File: config.mk
export PLATFORM = sky130hd
export DESIGN_NAME = round_robin_process_scheduler_flat
export DESIGN_NICKNAME = d
export VERILOG_FILES = /design/src/rrps_pkg.sv /design/src/rrps_if.sv /design/src/round_robin_process_scheduler.sv /design/src/flat_wrapper.sv
export SDC_FILE = /design/constraint.sdc
export NUM_CORES = 2
export LEC_CHECK = 0
export ABC_AREA = 1
export ABC_CLOCK_PERIOD_IN_PS = 8900
export BUFFER_PORTS_ARGS = -buffer_cell sky130_fd_sc_hd__buf_2
export CAP_MARGIN = 10
export CORE_ASPECT_RATIO = 0.9
export CORE_MARGIN = 2
export CORE_UTILIZATION = 60
export DETAILED_ROUTE_END_ITERATION = 8
export PLACE_DENSITY = 0.77
export SYNTH_ARGS = -nofsm -noshare
export SYNTH_HDL_FRONTEND = slang
export SYNTH_SLANG_ARGS = --single-unit
File: constraint.sdc
create_clock -name clock -period 8.9 [get_ports clock]
set_clock_uncertainty 0.05 [all_clocks]
set_input_delay 1.78 -clock clock [delete_from_list [all_inputs] [get_ports clock]]
set_output_delay 1.78 -clock clock [all_outputs]
set_load 0.02 [all_outputs]
File: src/rrps_pkg.sv
// Package for the round-robin process scheduler.
// Holds the sizes, codes, state type and process-table entry type.
// It has no dependencies; the scheduler top level imports it.
package rrps_pkg;

   localparam int MaxProcs = 16;
   localparam int SlotW    = $clog2(MaxProcs);
   localparam int CntW     = $clog2(MaxProcs + 1);
   localparam int MaxEvents = 4;
   localparam int EvW      = $clog2(MaxEvents + 1);

   localparam logic [7:0] QUANTUM_RESET = 8'd4;

   // Operation codes of a request beat.
   localparam logic OP_ARRIVE = 1'b0;
   localparam logic OP_TICK   = 1'b1;

   // Event codes of a response beat.
   localparam logic [2:0] EV_ADMITTED   = 3'd0;
   localparam logic [2:0] EV_DISPATCHED = 3'd1;
   localparam logic [2:0] EV_PREEMPTED  = 3'd2;
   localparam logic [2:0] EV_BLOCKED    = 3'd3;
   localparam logic [2:0] EV_FINISHED   = 3'd4;
   localparam logic [2:0] EV_IO_DONE    = 3'd5;
   localparam logic [2:0] EV_IDLE       = 3'd6;
   localparam logic [2:0] EV_REJECTED   = 3'd7;

   // Queue numbers.
   localparam int Q_PENDING = 0;
   localparam int Q_NEW     = 1;
   localparam int Q_READY   = 2;
   localparam int Q_IO      = 3;
   localparam int NumQ      = 4;

   typedef logic [SlotW-1:0] slot_type;

   typedef struct packed {
      logic [7:0]  pid;
      logic [15:0] arrival_time;
      logic [7:0]  burst;
      logic [8:0]  io_left;
      logic [7:0]  second_burst;
   } entry_type;

   typedef struct packed {
      logic [2:0]  code;
      logic [7:0]  pid;
      logic [15:0] time_stamp;
   } event_type;

   typedef enum logic [2:0] {
      ST_IDLE,
      ST_PEND,
      ST_ADMIT,
      ST_DISP,
      ST_RUN,
      ST_IO,
      ST_SEND
   } state_type;

endpackage

File: src/rrps_if.sv
// Handshake interfaces for the request and response channels.
// Depends on nothing; the scheduler top level uses both.
interface rrps_req_if;
   logic        valid;
   logic        ready;
   logic        op;
   logic [7:0]  pid;
   logic [15:0] arrival_time;
   logic [7:0]  first_burst;
   logic [7:0]  io_time;
   logic [7:0]  second_burst;

   modport source (output valid, op, pid, arrival_time, first_burst, io_time,
                   second_burst, input ready);
   modport sink (input valid, op, pid, arrival_time, first_burst, io_time,
                 second_burst, output ready);
endinterface

interface rrps_rsp_if;
   logic        valid;
   logic        ready;
   logic [2:0]  event_res;
   logic [7:0]  event_pid;
   logic [15:0] event_time;
   logic        last;

   modport source (output valid, event_res, event_pid, event_time, last, input ready);
   modport sink (input valid, event_res, event_pid, event_time, last, output ready);
endinterface

File: src/round_robin_process_scheduler.sv
// Round-robin process scheduler, top level.
// Depends on rrps_pkg and the interfaces in rrps_if.sv.
//
// One CPU, round-robin with a programmable slice (csr_wdata, reset 4, 0 means
// 256). An arrive beat gives no response unless the table is full, in which
// case one rejected beat follows. A tick beat is worked by a sequencer around
// a single process-table port, one table access per cycle: a pending phase that
// moves each due arrival from pending to new, then the admit, dispatch, run and
// I/O service phases, and then a send phase for each response beat (one to
// four). The request side is not ready until the last response beat is taken.
module round_robin_process_scheduler
   import rrps_pkg::*;
(
   input  logic         clock,
   input  logic         reset,
   rrps_req_if.sink     req_bus,
   rrps_rsp_if.source   rsp_bus,
   input  logic         csr_we,
   input  logic [7:0]   csr_wdata
);

   state_type state_ff, state_in;

   entry_type tbl_ff [MaxProcs];
   logic [MaxProcs-1:0] free_ff, free_in;

   slot_type             qmem_ff [NumQ][MaxProcs];
   slot_type             head_ff [NumQ];
   logic [CntW-1:0]      cnt_ff  [NumQ];
   logic [NumQ-1:0]      q_pop, q_push;
   slot_type             q_push_slot [NumQ];

   slot_type    running_ff, running_in;
   logic        busy_ff, busy_in;
   logic [7:0]  qleft_ff, qleft_in;
   logic [7:0]  quantum_ff;
   logic [15:0] tick_ff, tick_in;

   event_type        evbuf_ff [MaxEvents];
   logic [EvW-1:0]   nev_ff, nev_in;
   logic [EvW-1:0]   sidx_ff, sidx_in;
   logic             ev_we;
   event_type        ev_data;

   slot_type    tbl_addr;
   entry_type   tbl_rd, tbl_wdata;
   logic        tbl_we;

   logic        found;
   slot_type    found_slot;
   logic        req_acc, rsp_acc, send_last;
   logic        pend_due;

   // Lowest free table slot.
   always_comb begin
      found = 1'b0;
      found_slot = '0;
      for (int i = MaxProcs - 1; i >= 0; i--) begin
         if (free_ff[i]) begin
            found = 1'b1;
            found_slot = SlotW'(i);
         end
      end
   end

   assign req_acc = req_bus.valid && req_bus.ready;
   assign rsp_acc = rsp_bus.valid && rsp_bus.ready;

   // Single table port: the address follows the phase.
   always_comb begin
      case (state_ff)
         ST_IDLE:  tbl_addr = found_slot;
         ST_PEND:  tbl_addr = qmem_ff[Q_PENDING][head_ff[Q_PENDING]];
         ST_ADMIT: tbl_addr = qmem_ff[Q_NEW][head_ff[Q_NEW]];
         ST_DISP:  tbl_addr = qmem_ff[Q_READY][head_ff[Q_READY]];
         ST_RUN:   tbl_addr = running_ff;
         ST_IO:    tbl_addr = qmem_ff[Q_IO][head_ff[Q_IO]];
         default:  tbl_addr = '0;
      endcase
   end
   assign tbl_rd = tbl_ff[tbl_addr];

   assign pend_due = (cnt_ff[Q_PENDING] != '0) && (tbl_rd.arrival_time <= tick_ff);
   assign send_last = (nev_ff == '0) || (sidx_ff == nev_ff - EvW'(1));

   // Next state.
   always_comb begin
      state_in = state_ff;
      case (state_ff)
         ST_IDLE: begin
            if (req_acc) begin
               if (req_bus.op == OP_TICK) state_in = ST_PEND;
               else if (!found)           state_in = ST_SEND;
            end
         end
         ST_PEND:  if (!pend_due) state_in = ST_ADMIT;
         ST_ADMIT: state_in = ST_DISP;
         ST_DISP:  state_in = ST_RUN;
         ST_RUN:   state_in = ST_IO;
         ST_IO:    state_in = ST_SEND;
         ST_SEND:  if (rsp_acc && send_last) state_in = ST_IDLE;
         default:  state_in = ST_IDLE;
      endcase
   end

   // Datapath control for each phase.
   always_comb begin
      entry_type  e;
      logic [7:0] q1;
      logic [7:0] b;
      logic [8:0] io1;
      logic       leave;

      e = tbl_rd;
      q1 = qleft_ff - 8'd1;
      b = (tbl_rd.burst != '0) ? tbl_rd.burst - 8'd1 : 8'd0;
      io1 = (tbl_rd.io_left != '0) ? tbl_rd.io_left - 9'd1 : 9'd0;
      leave = 1'b0;

      free_in = free_ff;
      q_pop = '0;
      q_push = '0;
      for (int f = 0; f < NumQ; f++) q_push_slot[f] = tbl_addr;
      running_in = running_ff;
      busy_in = busy_ff;
      qleft_in = qleft_ff;
      tick_in = tick_ff;
      nev_in = nev_ff;
      sidx_in = sidx_ff;
      ev_we = 1'b0;
      ev_data = '{code: EV_IDLE, pid: tbl_rd.pid, time_stamp: tick_ff};
      tbl_we = 1'b0;
      tbl_wdata = tbl_rd;

      case (state_ff)
         ST_IDLE: begin
            nev_in = '0;
            sidx_in = '0;
            if (req_acc) begin
               if (req_bus.op == OP_TICK) begin
                  if (qleft_ff == '0) qleft_in = quantum_ff;
               end else if (found) begin
                  free_in[found_slot] = 1'b0;
                  tbl_we = 1'b1;
                  tbl_wdata = '{pid: req_bus.pid, arrival_time: req_bus.arrival_time,
                                burst: req_bus.first_burst,
                                io_left: {1'b0, req_bus.io_time},
                                second_burst: req_bus.second_burst};
                  q_push[Q_PENDING] = 1'b1;
                  q_push_slot[Q_PENDING] = found_slot;
               end else begin
                  ev_we = 1'b1;
                  ev_data = '{code: EV_REJECTED, pid: req_bus.pid, time_stamp: tick_ff};
                  nev_in = EvW'(1);
               end
            end
         end
         ST_PEND: begin
            if (pend_due) begin
               q_pop[Q_PENDING] = 1'b1;
               q_push[Q_NEW] = 1'b1;
            end
         end
         ST_ADMIT: begin
            if (cnt_ff[Q_NEW] != '0) begin
               q_pop[Q_NEW] = 1'b1;
               q_push[Q_READY] = 1'b1;
               ev_we = 1'b1;
               ev_data.code = EV_ADMITTED;
            end
         end
         ST_DISP: begin
            if (!busy_ff && cnt_ff[Q_READY] != '0) begin
               q_pop[Q_READY] = 1'b1;
               running_in = tbl_addr;
               busy_in = 1'b1;
               ev_we = 1'b1;
               ev_data.code = EV_DISPATCHED;
            end
         end
         ST_RUN: begin
            if (busy_ff) begin
               qleft_in = q1;
               e.burst = b;
               tbl_we = 1'b1;
               if (q1 == '0) begin
                  if (b == '0) begin
                     leave = 1'b1;
                  end else begin
                     busy_in = 1'b0;
                     q_push[Q_READY] = 1'b1;
                     ev_we = 1'b1;
                     ev_data.code = EV_PREEMPTED;
                  end
               end else if (b == '0) begin
                  qleft_in = quantum_ff;
                  leave = 1'b1;
               end
               // Burst done: block for I/O or finish.
               if (leave) begin
                  busy_in = 1'b0;
                  ev_we = 1'b1;
                  if (e.io_left != '0) begin
                     e.io_left = e.io_left + 9'd1;
                     e.burst = e.second_burst;
                     e.second_burst = '0;
                     q_push[Q_IO] = 1'b1;
                     ev_data.code = EV_BLOCKED;
                  end else begin
                     free_in[tbl_addr] = 1'b1;
                     ev_data.code = EV_FINISHED;
                  end
               end
               tbl_wdata = e;
            end
         end
         ST_IO: begin
            tick_in = tick_ff + 16'd1;
            if (cnt_ff[Q_IO] != '0) begin
               q_pop[Q_IO] = 1'b1;
               e.io_left = io1;
               tbl_we = 1'b1;
               tbl_wdata = e;
               if (io1 != '0) begin
                  q_push[Q_IO] = 1'b1;
               end else if (tbl_rd.burst != '0) begin
                  q_push[Q_READY] = 1'b1;
                  ev_we = 1'b1;
                  ev_data.code = EV_IO_DONE;
               end else begin
                  free_in[tbl_addr] = 1'b1;
                  ev_we = 1'b1;
                  ev_data.code = EV_FINISHED;
               end
            end
         end
         ST_SEND: begin
            if (rsp_acc) sidx_in = sidx_ff + EvW'(1);
         end
         default: ;
      endcase

      if (ev_we && state_ff != ST_IDLE) nev_in = nev_ff + EvW'(1);
   end

   // Control registers.
   always_ff @(posedge clock) begin
      if (reset) begin
         state_ff   <= ST_IDLE;
         free_ff    <= '1;
         running_ff <= '0;
         busy_ff    <= 1'b0;
         qleft_ff   <= '0;
         quantum_ff <= QUANTUM_RESET;
         tick_ff    <= '0;
         nev_ff     <= '0;
         sidx_ff    <= '0;
         for (int f = 0; f < NumQ; f++) begin
            head_ff[f] <= '0;
            cnt_ff[f]  <= '0;
         end
      end else begin
         state_ff   <= state_in;
         free_ff    <= free_in;
         running_ff <= running_in;
         busy_ff    <= busy_in;
         qleft_ff   <= qleft_in;
         tick_ff    <= tick_in;
         nev_ff     <= nev_in;
         sidx_ff    <= sidx_in;
         if (csr_we) quantum_ff <= csr_wdata;
         for (int f = 0; f < NumQ; f++) begin
            if (q_pop[f]) head_ff[f] <= head_ff[f] + SlotW'(1);
            cnt_ff[f] <= cnt_ff[f] - CntW'(q_pop[f]) + CntW'(q_push[f]);
         end
      end
   end

   // Queue storage, process table and event buffer.
   always_ff @(posedge clock) begin
      for (int f = 0; f < NumQ; f++) begin
         if (q_push[f]) qmem_ff[f][head_ff[f] + cnt_ff[f][SlotW-1:0]] <= q_push_slot[f];
      end
      if (tbl_we) tbl_ff[tbl_addr] <= tbl_wdata;
      if (ev_we) begin
         if (state_ff == ST_IDLE) evbuf_ff[0] <= ev_data;
         else evbuf_ff[nev_ff[EvW-2:0]] <= ev_data;
      end
   end

   // Response beats.
   assign req_bus.ready      = (state_ff == ST_IDLE);
   assign rsp_bus.valid      = (state_ff == ST_SEND);
   assign rsp_bus.event_res  = (nev_ff == '0) ? EV_IDLE : evbuf_ff[sidx_ff[EvW-2:0]].code;
   assign rsp_bus.event_pid  = (nev_ff == '0) ? 8'd0 : evbuf_ff[sidx_ff[EvW-2:0]].pid;
   assign rsp_bus.event_time = (nev_ff == '0) ? tick_ff - 16'd1
                                              : evbuf_ff[sidx_ff[EvW-2:0]].time_stamp;
   assign rsp_bus.last       = send_last;

`ifndef SYNTHESIS
   a_cnt_bound: assert property (@(posedge clock) disable iff (reset)
      cnt_ff[Q_READY] <= CntW'(MaxProcs) && cnt_ff[Q_IO] <= CntW'(MaxProcs))
      else $error("queue count above table size");
   a_nev_bound: assert property (@(posedge clock) disable iff (reset)
      nev_ff <= EvW'(MaxEvents))
      else $error("too many events for one beat");
   a_busy_owned: assert property (@(posedge clock) disable iff (reset)
      busy_ff |-> !free_ff[running_ff])
      else $error("running slot is marked free");
   a_tick_start: assert property (@(posedge clock) disable iff (reset)
      req_acc && req_bus.op == OP_TICK |=> state_ff == ST_PEND)
      else $error("tick did not start the sequencer");
`endif

endmodule
File: src/flat_wrapper.sv
// flat-port wrapper written by rule: the top's interface ports become plain ports
module round_robin_process_scheduler_flat import rrps_pkg::*;
  (clock, reset, csr_we, csr_wdata, req_bus_valid, req_bus_op, req_bus_pid, req_bus_arrival_time, req_bus_first_burst, req_bus_io_time, req_bus_second_burst, req_bus_ready, rsp_bus_valid, rsp_bus_event_res, rsp_bus_event_pid, rsp_bus_event_time, rsp_bus_last, rsp_bus_ready);
  rrps_req_if req_bus_i ();
  rrps_rsp_if rsp_bus_i ();
  input  logic clock;
  input  logic reset;
  input  logic csr_we;
  input  logic [7:0] csr_wdata;
  input wire logic [$bits(req_bus_i.valid)-1:0] req_bus_valid;
  input wire logic [$bits(req_bus_i.op)-1:0] req_bus_op;
  input wire logic [$bits(req_bus_i.pid)-1:0] req_bus_pid;
  input wire logic [$bits(req_bus_i.arrival_time)-1:0] req_bus_arrival_time;
  input wire logic [$bits(req_bus_i.first_burst)-1:0] req_bus_first_burst;
  input wire logic [$bits(req_bus_i.io_time)-1:0] req_bus_io_time;
  input wire logic [$bits(req_bus_i.second_burst)-1:0] req_bus_second_burst;
  output wire logic [$bits(req_bus_i.ready)-1:0] req_bus_ready;
  output wire logic [$bits(rsp_bus_i.valid)-1:0] rsp_bus_valid;
  output wire logic [$bits(rsp_bus_i.event_res)-1:0] rsp_bus_event_res;
  output wire logic [$bits(rsp_bus_i.event_pid)-1:0] rsp_bus_event_pid;
  output wire logic [$bits(rsp_bus_i.event_time)-1:0] rsp_bus_event_time;
  output wire logic [$bits(rsp_bus_i.last)-1:0] rsp_bus_last;
  input wire logic [$bits(rsp_bus_i.ready)-1:0] rsp_bus_ready;
  assign req_bus_i.valid = req_bus_valid;
  assign req_bus_i.op = req_bus_op;
  assign req_bus_i.pid = req_bus_pid;
  assign req_bus_i.arrival_time = req_bus_arrival_time;
  assign req_bus_i.first_burst = req_bus_first_burst;
  assign req_bus_i.io_time = req_bus_io_time;
  assign req_bus_i.second_burst = req_bus_second_burst;
  assign req_bus_ready = req_bus_i.ready;
  assign rsp_bus_valid = rsp_bus_i.valid;
  assign rsp_bus_event_res = rsp_bus_i.event_res;
  assign rsp_bus_event_pid = rsp_bus_i.event_pid;
  assign rsp_bus_event_time = rsp_bus_i.event_time;
  assign rsp_bus_last = rsp_bus_i.last;
  assign rsp_bus_i.ready = rsp_bus_ready;
  round_robin_process_scheduler u_core (.clock(clock), .reset(reset), .req_bus(req_bus_i), .rsp_bus(rsp_bus_i), .csr_we(csr_we), .csr_wdata(csr_wdata));
endmodule
**Yosys cells after proc, flatten, opt, wreduce, memory -nomap -nowiden**

Memory sizes are Yosys's and may differ from the RTL's. A register that Yosys moved wholly into a read port is not among the register bits.
Cells that the tools add are included.

- Add/sub/neg operators: 25
- $lt $le $gt $ge: 17
- Equality and inequality tests: 23
- Muxes and demuxes: 212
- Bitwise gates (word level): 19
- Reductions and logical operators: 42

Operator list:

| kind | number |
|---|---|
| $mux 64 | 10 |
| $reduce_or 64->1 | 3 |
| $mux 16 | 10 |
| $mux 49 | 3 |
| $pmux 49 s3 | 1 |
| $mux 4 | 36 |
| $mux 25 | 5 |
| $mux 1 | 81 |
| $bmux 4 s4 | 4 |
| $demux 4 s4 | 4 |
| $mux 8 | 8 |
| $mux 3 | 19 |
| $mux 27 | 2 |
| $pmux 16 s3 | 1 |
| $ge 5x5->1 const B | 8 |
| $not 4->5 | 8 |
| $reduce_or 27->1 | 1 |
| $logic_not 8->1 | 3 |
| $mux 24 | 1 |
| $pmux 4 s6 | 1 |
| $ne 2x2->1 const B | 11 |
| $pmux 3 s7 | 1 |
| $add 5x1->5 | 4 |
| $lt 5x1->1 const B | 4 |
| other kinds (47) | 109 |

- Register bits after elaboration: 62
- RAM bits: 1184
- Output and inout bits: 30
- Memories: 5

Memory list:

| name | words | width | read ports | clocked after memory_dff | write ports | line | text |
|---|---|---|---|---|---|---|---|
| u_core.tbl_ff | 16 | 49 | 1 | 0 | 1 | round_robin_process_scheduler.sv:24 | `entry_type tbl_ff [MaxProcs];` |
| u_core.qmem_ff | 4 | 64 | 4 | 0 | 1 | round_robin_process_scheduler.sv:27 | `slot_type qmem_ff [NumQ][MaxProcs];` |
| u_core.evbuf_ff | 4 | 27 | 1 | 1 | 1 | round_robin_process_scheduler.sv:39 | `event_type evbuf_ff [MaxEvents];` |
| u_core.cnt_ff | 4 | 5 | 4 | 0 | 4 | round_robin_process_scheduler.sv:29 | `logic [CntW-1:0] cnt_ff [NumQ];` |
| u_core.head_ff | 4 | 4 | 4 | 0 | 4 | round_robin_process_scheduler.sv:28 | `slot_type head_ff [NumQ];` |

**Logic depth before layout (Yosys ltp)**

An unclocked memory read counts as a cell.

- Depth in word-level cells: 32
- Gate-level depth with buffers: 45
- Mapped depth without buffers: 43

**Least setup slack after synthesis**

No wires, ideal clock.

- Path kind: register to register
- Start: mem u_core.head_ff[1][0] (netlist bit)
- End: mem u_core.tbl_ff[10][0] (netlist bit) (enable)
- Setup time: 0.516 ns
- Data arrival time: 6.405 ns
- Data required time: 8.334 ns
- Setup slack: 1.929 ns
- Cell stages (with the launch flop): 17
- Path buffers: 5
- Period minus slack after synthesis: 6.971 ns
- Cell sequence: edfxtp_1 > buf_4 > buf_2 > o21ai_1 > o22ai_1 > nand2_1 > nand3_1 > nand3_1 > nand2_1 > a211oi_2 > o211ai_2 > nor2_2 > buf_2 > inv_1 > clkbuf_1 > clkbuf_1 > nor3_1

RTL lines:

| item | line |
|---|---|
| start: declaration | round_robin_process_scheduler.sv:28 |
| end: declaration | round_robin_process_scheduler.sv:24 |

==> metrics.md <==
| Metric | Value |
|---|---|
| Status | finished, final reports clean |
| Final cycle utilization of the critical path | 87.0% |
| Post-route ant nets | 0 |
| CP Capture Type | flip-flop |
| Starting DRT DRC Count | 5,258 |
| Slew Limit Fails | 0 |
| Avg Inst Size Synth | 11.5 µm² |
| Dpl cell area | 55,100 µm² |
| Rows | roughly 100 |
| Hold Path Class | flip-flop to flip-flop |
| Final setup violation count | 0 |
| Worst path required time | approximately 9.5 ns |
| DRC | 0 |
| Fin Setup TNS | 0 ns |
| Combinational power share | about two fifths |
| Skew-Pair Late Insertion Delay | between 0.7 and 0.8 ns |
| Max rail drop VDD | 0.000306 V |
| Internal power | 14,600 µW |
| Via count | 37,300 |
| Layout cells sized above 1 | between 9 and 10% |
| Post-synthesis sequential area ratio | 68.7% |
| Core ar. | approximately 88,000 µm² |
| Top_reg_cell synth | edfxtp_1 |
| Largest net degree at the start of global routing | 146 |
| Syn. warnings | 0 |
| EDFF count, synth | 1,164 |
| Final WL | 137,000 µm |
| Slew margin rel. | 14.2% |
| Yosys reg bits | 1,248 |
| First-pass DRT Iterations | 8 |
| PortBufs | 91 |
| CP Data Arrival Time | 8.33 ns |
| Total of max-cap violations | 0 |
| TritonCTS Sinks | 1,248 |
| First-pass GRT wire length | 208,000 µm |
| CTS root buf | clkbuf_16 |
| CTS buffer count | approximately 120 |
| Routed WL per cell | 23.1 µm |
| CTS H-tree lvls | 3 |
| # nets final | 4,834 |
| Yosys cell types | between 50 and 60 |
| Critical Path Source Type | flip-flop |
| Cts repair resizes | 0 |
| Tightest Pin Transition | approximately 1.3 ns |
| Tot GR Track Use | 29.7% |
| Final core occ | 67.1% |
| Num ports | 92 |
| Seq pwr share | 38.1% |
| Initial antenna violation count | 3 |
| Worst path most repeated cell | o21ai_0 |
| GPL Wtd Cong | 0.924 |
| Post-route cell area | 59,000 µm² |
| Slowest stage delay, CP | 0.79 ns |
| Synth Cell Area | 53,300 µm² |
| Most common cell after layout, fill and taps aside | edfxtp_1 |
| Die Ht | 287 µm |
| Ys async rst share | 0% |
| Tmin final | 7.74 ns |
| FMAX | 129 MHz |
| P_leak | 0.0214 µW |
| Detailed placement HPWL | 79,600 µm |
| Cts hold-fix bufs | 0 |
| CTS tree | yes |
| Slowest CP cell | edfxtp_1 |
| Initial Util | 60.6% |
| Syn Nets | 4,757 |
| Worst-path fanout max | 24 |
| Gr ovfl total | 0 |
| Syn Inst Count | 4,619 |
| Vias in the first global route | 35,300 |
| RSZ-0062 raised after global routing | no |
| Setup repair bufs after CTS | 0 |
| Total die area | 91,200 µm² |
| Max Root-Sink Buffers | 3 |
| CP Class | flip-flop to flip-flop |
| Power, Total | 24,500 µW |
| Sw Share | 40.2% |
| P per Cell Area | between 400 and 500 nW/µm² |
| Switching Power | 9830 µW |
| Most frequent cells in the layout | edfxtp_1, nand2_1, nor2_1, a22oi_1, o21ai_0 |
| Clock transition at path regs | around 0.060 ns |
| Via/cell ratio | 6.27 |
| Synthesis-to-layout area growth | 10.6% |
| Clock power share | 20.4% |
| Hold Fails Final Rpt | 0 |
| Width of the die | 318 µm |
## area by class of cell
class / instances / area (µm²)
Sequential cell: 1248 / 36600
Antenna cell: 1 / 2.50
Tap cell: 1155 / 1450
Clock inverter: 76 / 795
Multi-Input combinational cell: 2897 / 14900
Fill cell: 6233 / 28900
Inverter: 242 / 908
Clock buffer: 142 / 3040
Timing Repair Buffer: 191 / 1270
## worst max-delay path: cells and delay by family (launching register included)
kind	cells	cell delay, ns
compound gates	14	2.43
fa+ha+maj	4	1.15
buf+inv	5	1.25
flops	1	0.79
simple gates	9	1.98
## power groups by stage
| stage | combinational (µW) | clock, µW | sequential (µW) |
|---|---|---|---|
| after floorplan | 6660 | 0 | 9390 |
| after global placement | 9580 | 0 | 9420 |
| after detailed placement | 9840 | 0 | 9440 |
| after CTS | 9940 | 5030 | 9320 |
| after global routing | 11100 | 5250 | 9360 |
| final | 10200 | 4990 | 9320 |
## Yosys cell counts, types with 22 or more instances
library cell	n	area share (%)
edfxtp_1	1164	66
nand2_1	1007	7.1
nor2_1	450	3.2
a22oi_1	258	3.6
o21ai_0	249	2.3
nand3_1	247	2.3
a21oi_1	227	2.1
inv_1	216	1.5
clkbuf_1	129	0.91
dfxtp_1	84	3.2
o22ai_1	72	0.85
ha_1	68	1.6
buf_2	55	0.52
o21ai_1	40	0.38
nand4_1	39	0.46
nor3_1	35	0.33
buf_1	24	0.17
or4_1	22	0.31
xor2_1	22	0.36
## stage by stage
| step | hold slack (ns) | std cells | setup WS, ns |
|---|---|---|---|
| detailed placement | 0.405 | 5732 | 1.38 |
| CTS | 0.416 | 5950 | 1.35 |
| floorplan | 0.384 | 4619 | 1.93 |
| finish | 0.418 | 5952 | 1.16 |
| global placement | 0.397 | 5732 | 1.63 |
| global route | 0.440 | 5951 | 0.701 |
## state kept, by name, indices dropped and copies added, names as in the netlist, named ones only
| name | count |
|---|---|
| u_core.busy_ff | 1 |
| u_core.cnt_ff | 20 |
| u_core.evbuf_ff | 108 |
| u_core.free_ff | 16 |
| u_core.head_ff | 16 |
| u_core.nev_ff | 3 |
| u_core.qleft_ff | 8 |
| u_core.qmem_ff | 256 |
| u_core.quantum_ff | 8 |
| u_core.running_ff | 4 |
| u_core.sidx_ff | 3 |
| u_core.state_ff | 3 |
| u_core.tbl_ff | 784 |
| u_core.tick_ff | 16 |
## cell families after synthesis
| logic type | count (synthesis) | share of synthesized area (%) |
|---|---|---|
| XOR/XNOR | 38 | 0.624 |
| flip-flops | 1248 | 68.7 |
| AND/OR/NAND/NOR | 1865 | 14.6 |
| buffers and inverters | 474 | 3.67 |
| adder cells (fa/ha/maj) | 76 | 1.90 |
| AO/OA/AOI/OAI | 918 | 10.5 |
## per-layer routing
metal,wire [µm],up-vias,global-route usage (%)
met4,4310,4,9.60
met5,33,-,0
met3,14800,314,5.24
li1,-,16800,-
met1,54900,18000,42.8
met2,63200,2243,46.6
## path summary, 6_finish.rpt
path	start	endpoint	slack [ns]	cells after the start
setup / recovery	u_core.head_ff[3][1]	u_core.cnt_ff[0][4]	1.16	32
hold / removal	u_core.quantum_ff[1]	u_core.quantum_ff[1]	0.42	2
setup reg to reg	u_core.head_ff[3][1]	u_core.cnt_ff[0][4]	1.16	32
hold reg to reg	u_core.quantum_ff[1]	u_core.quantum_ff[1]	0.42	2
Power figures use the tool's default switching activity.
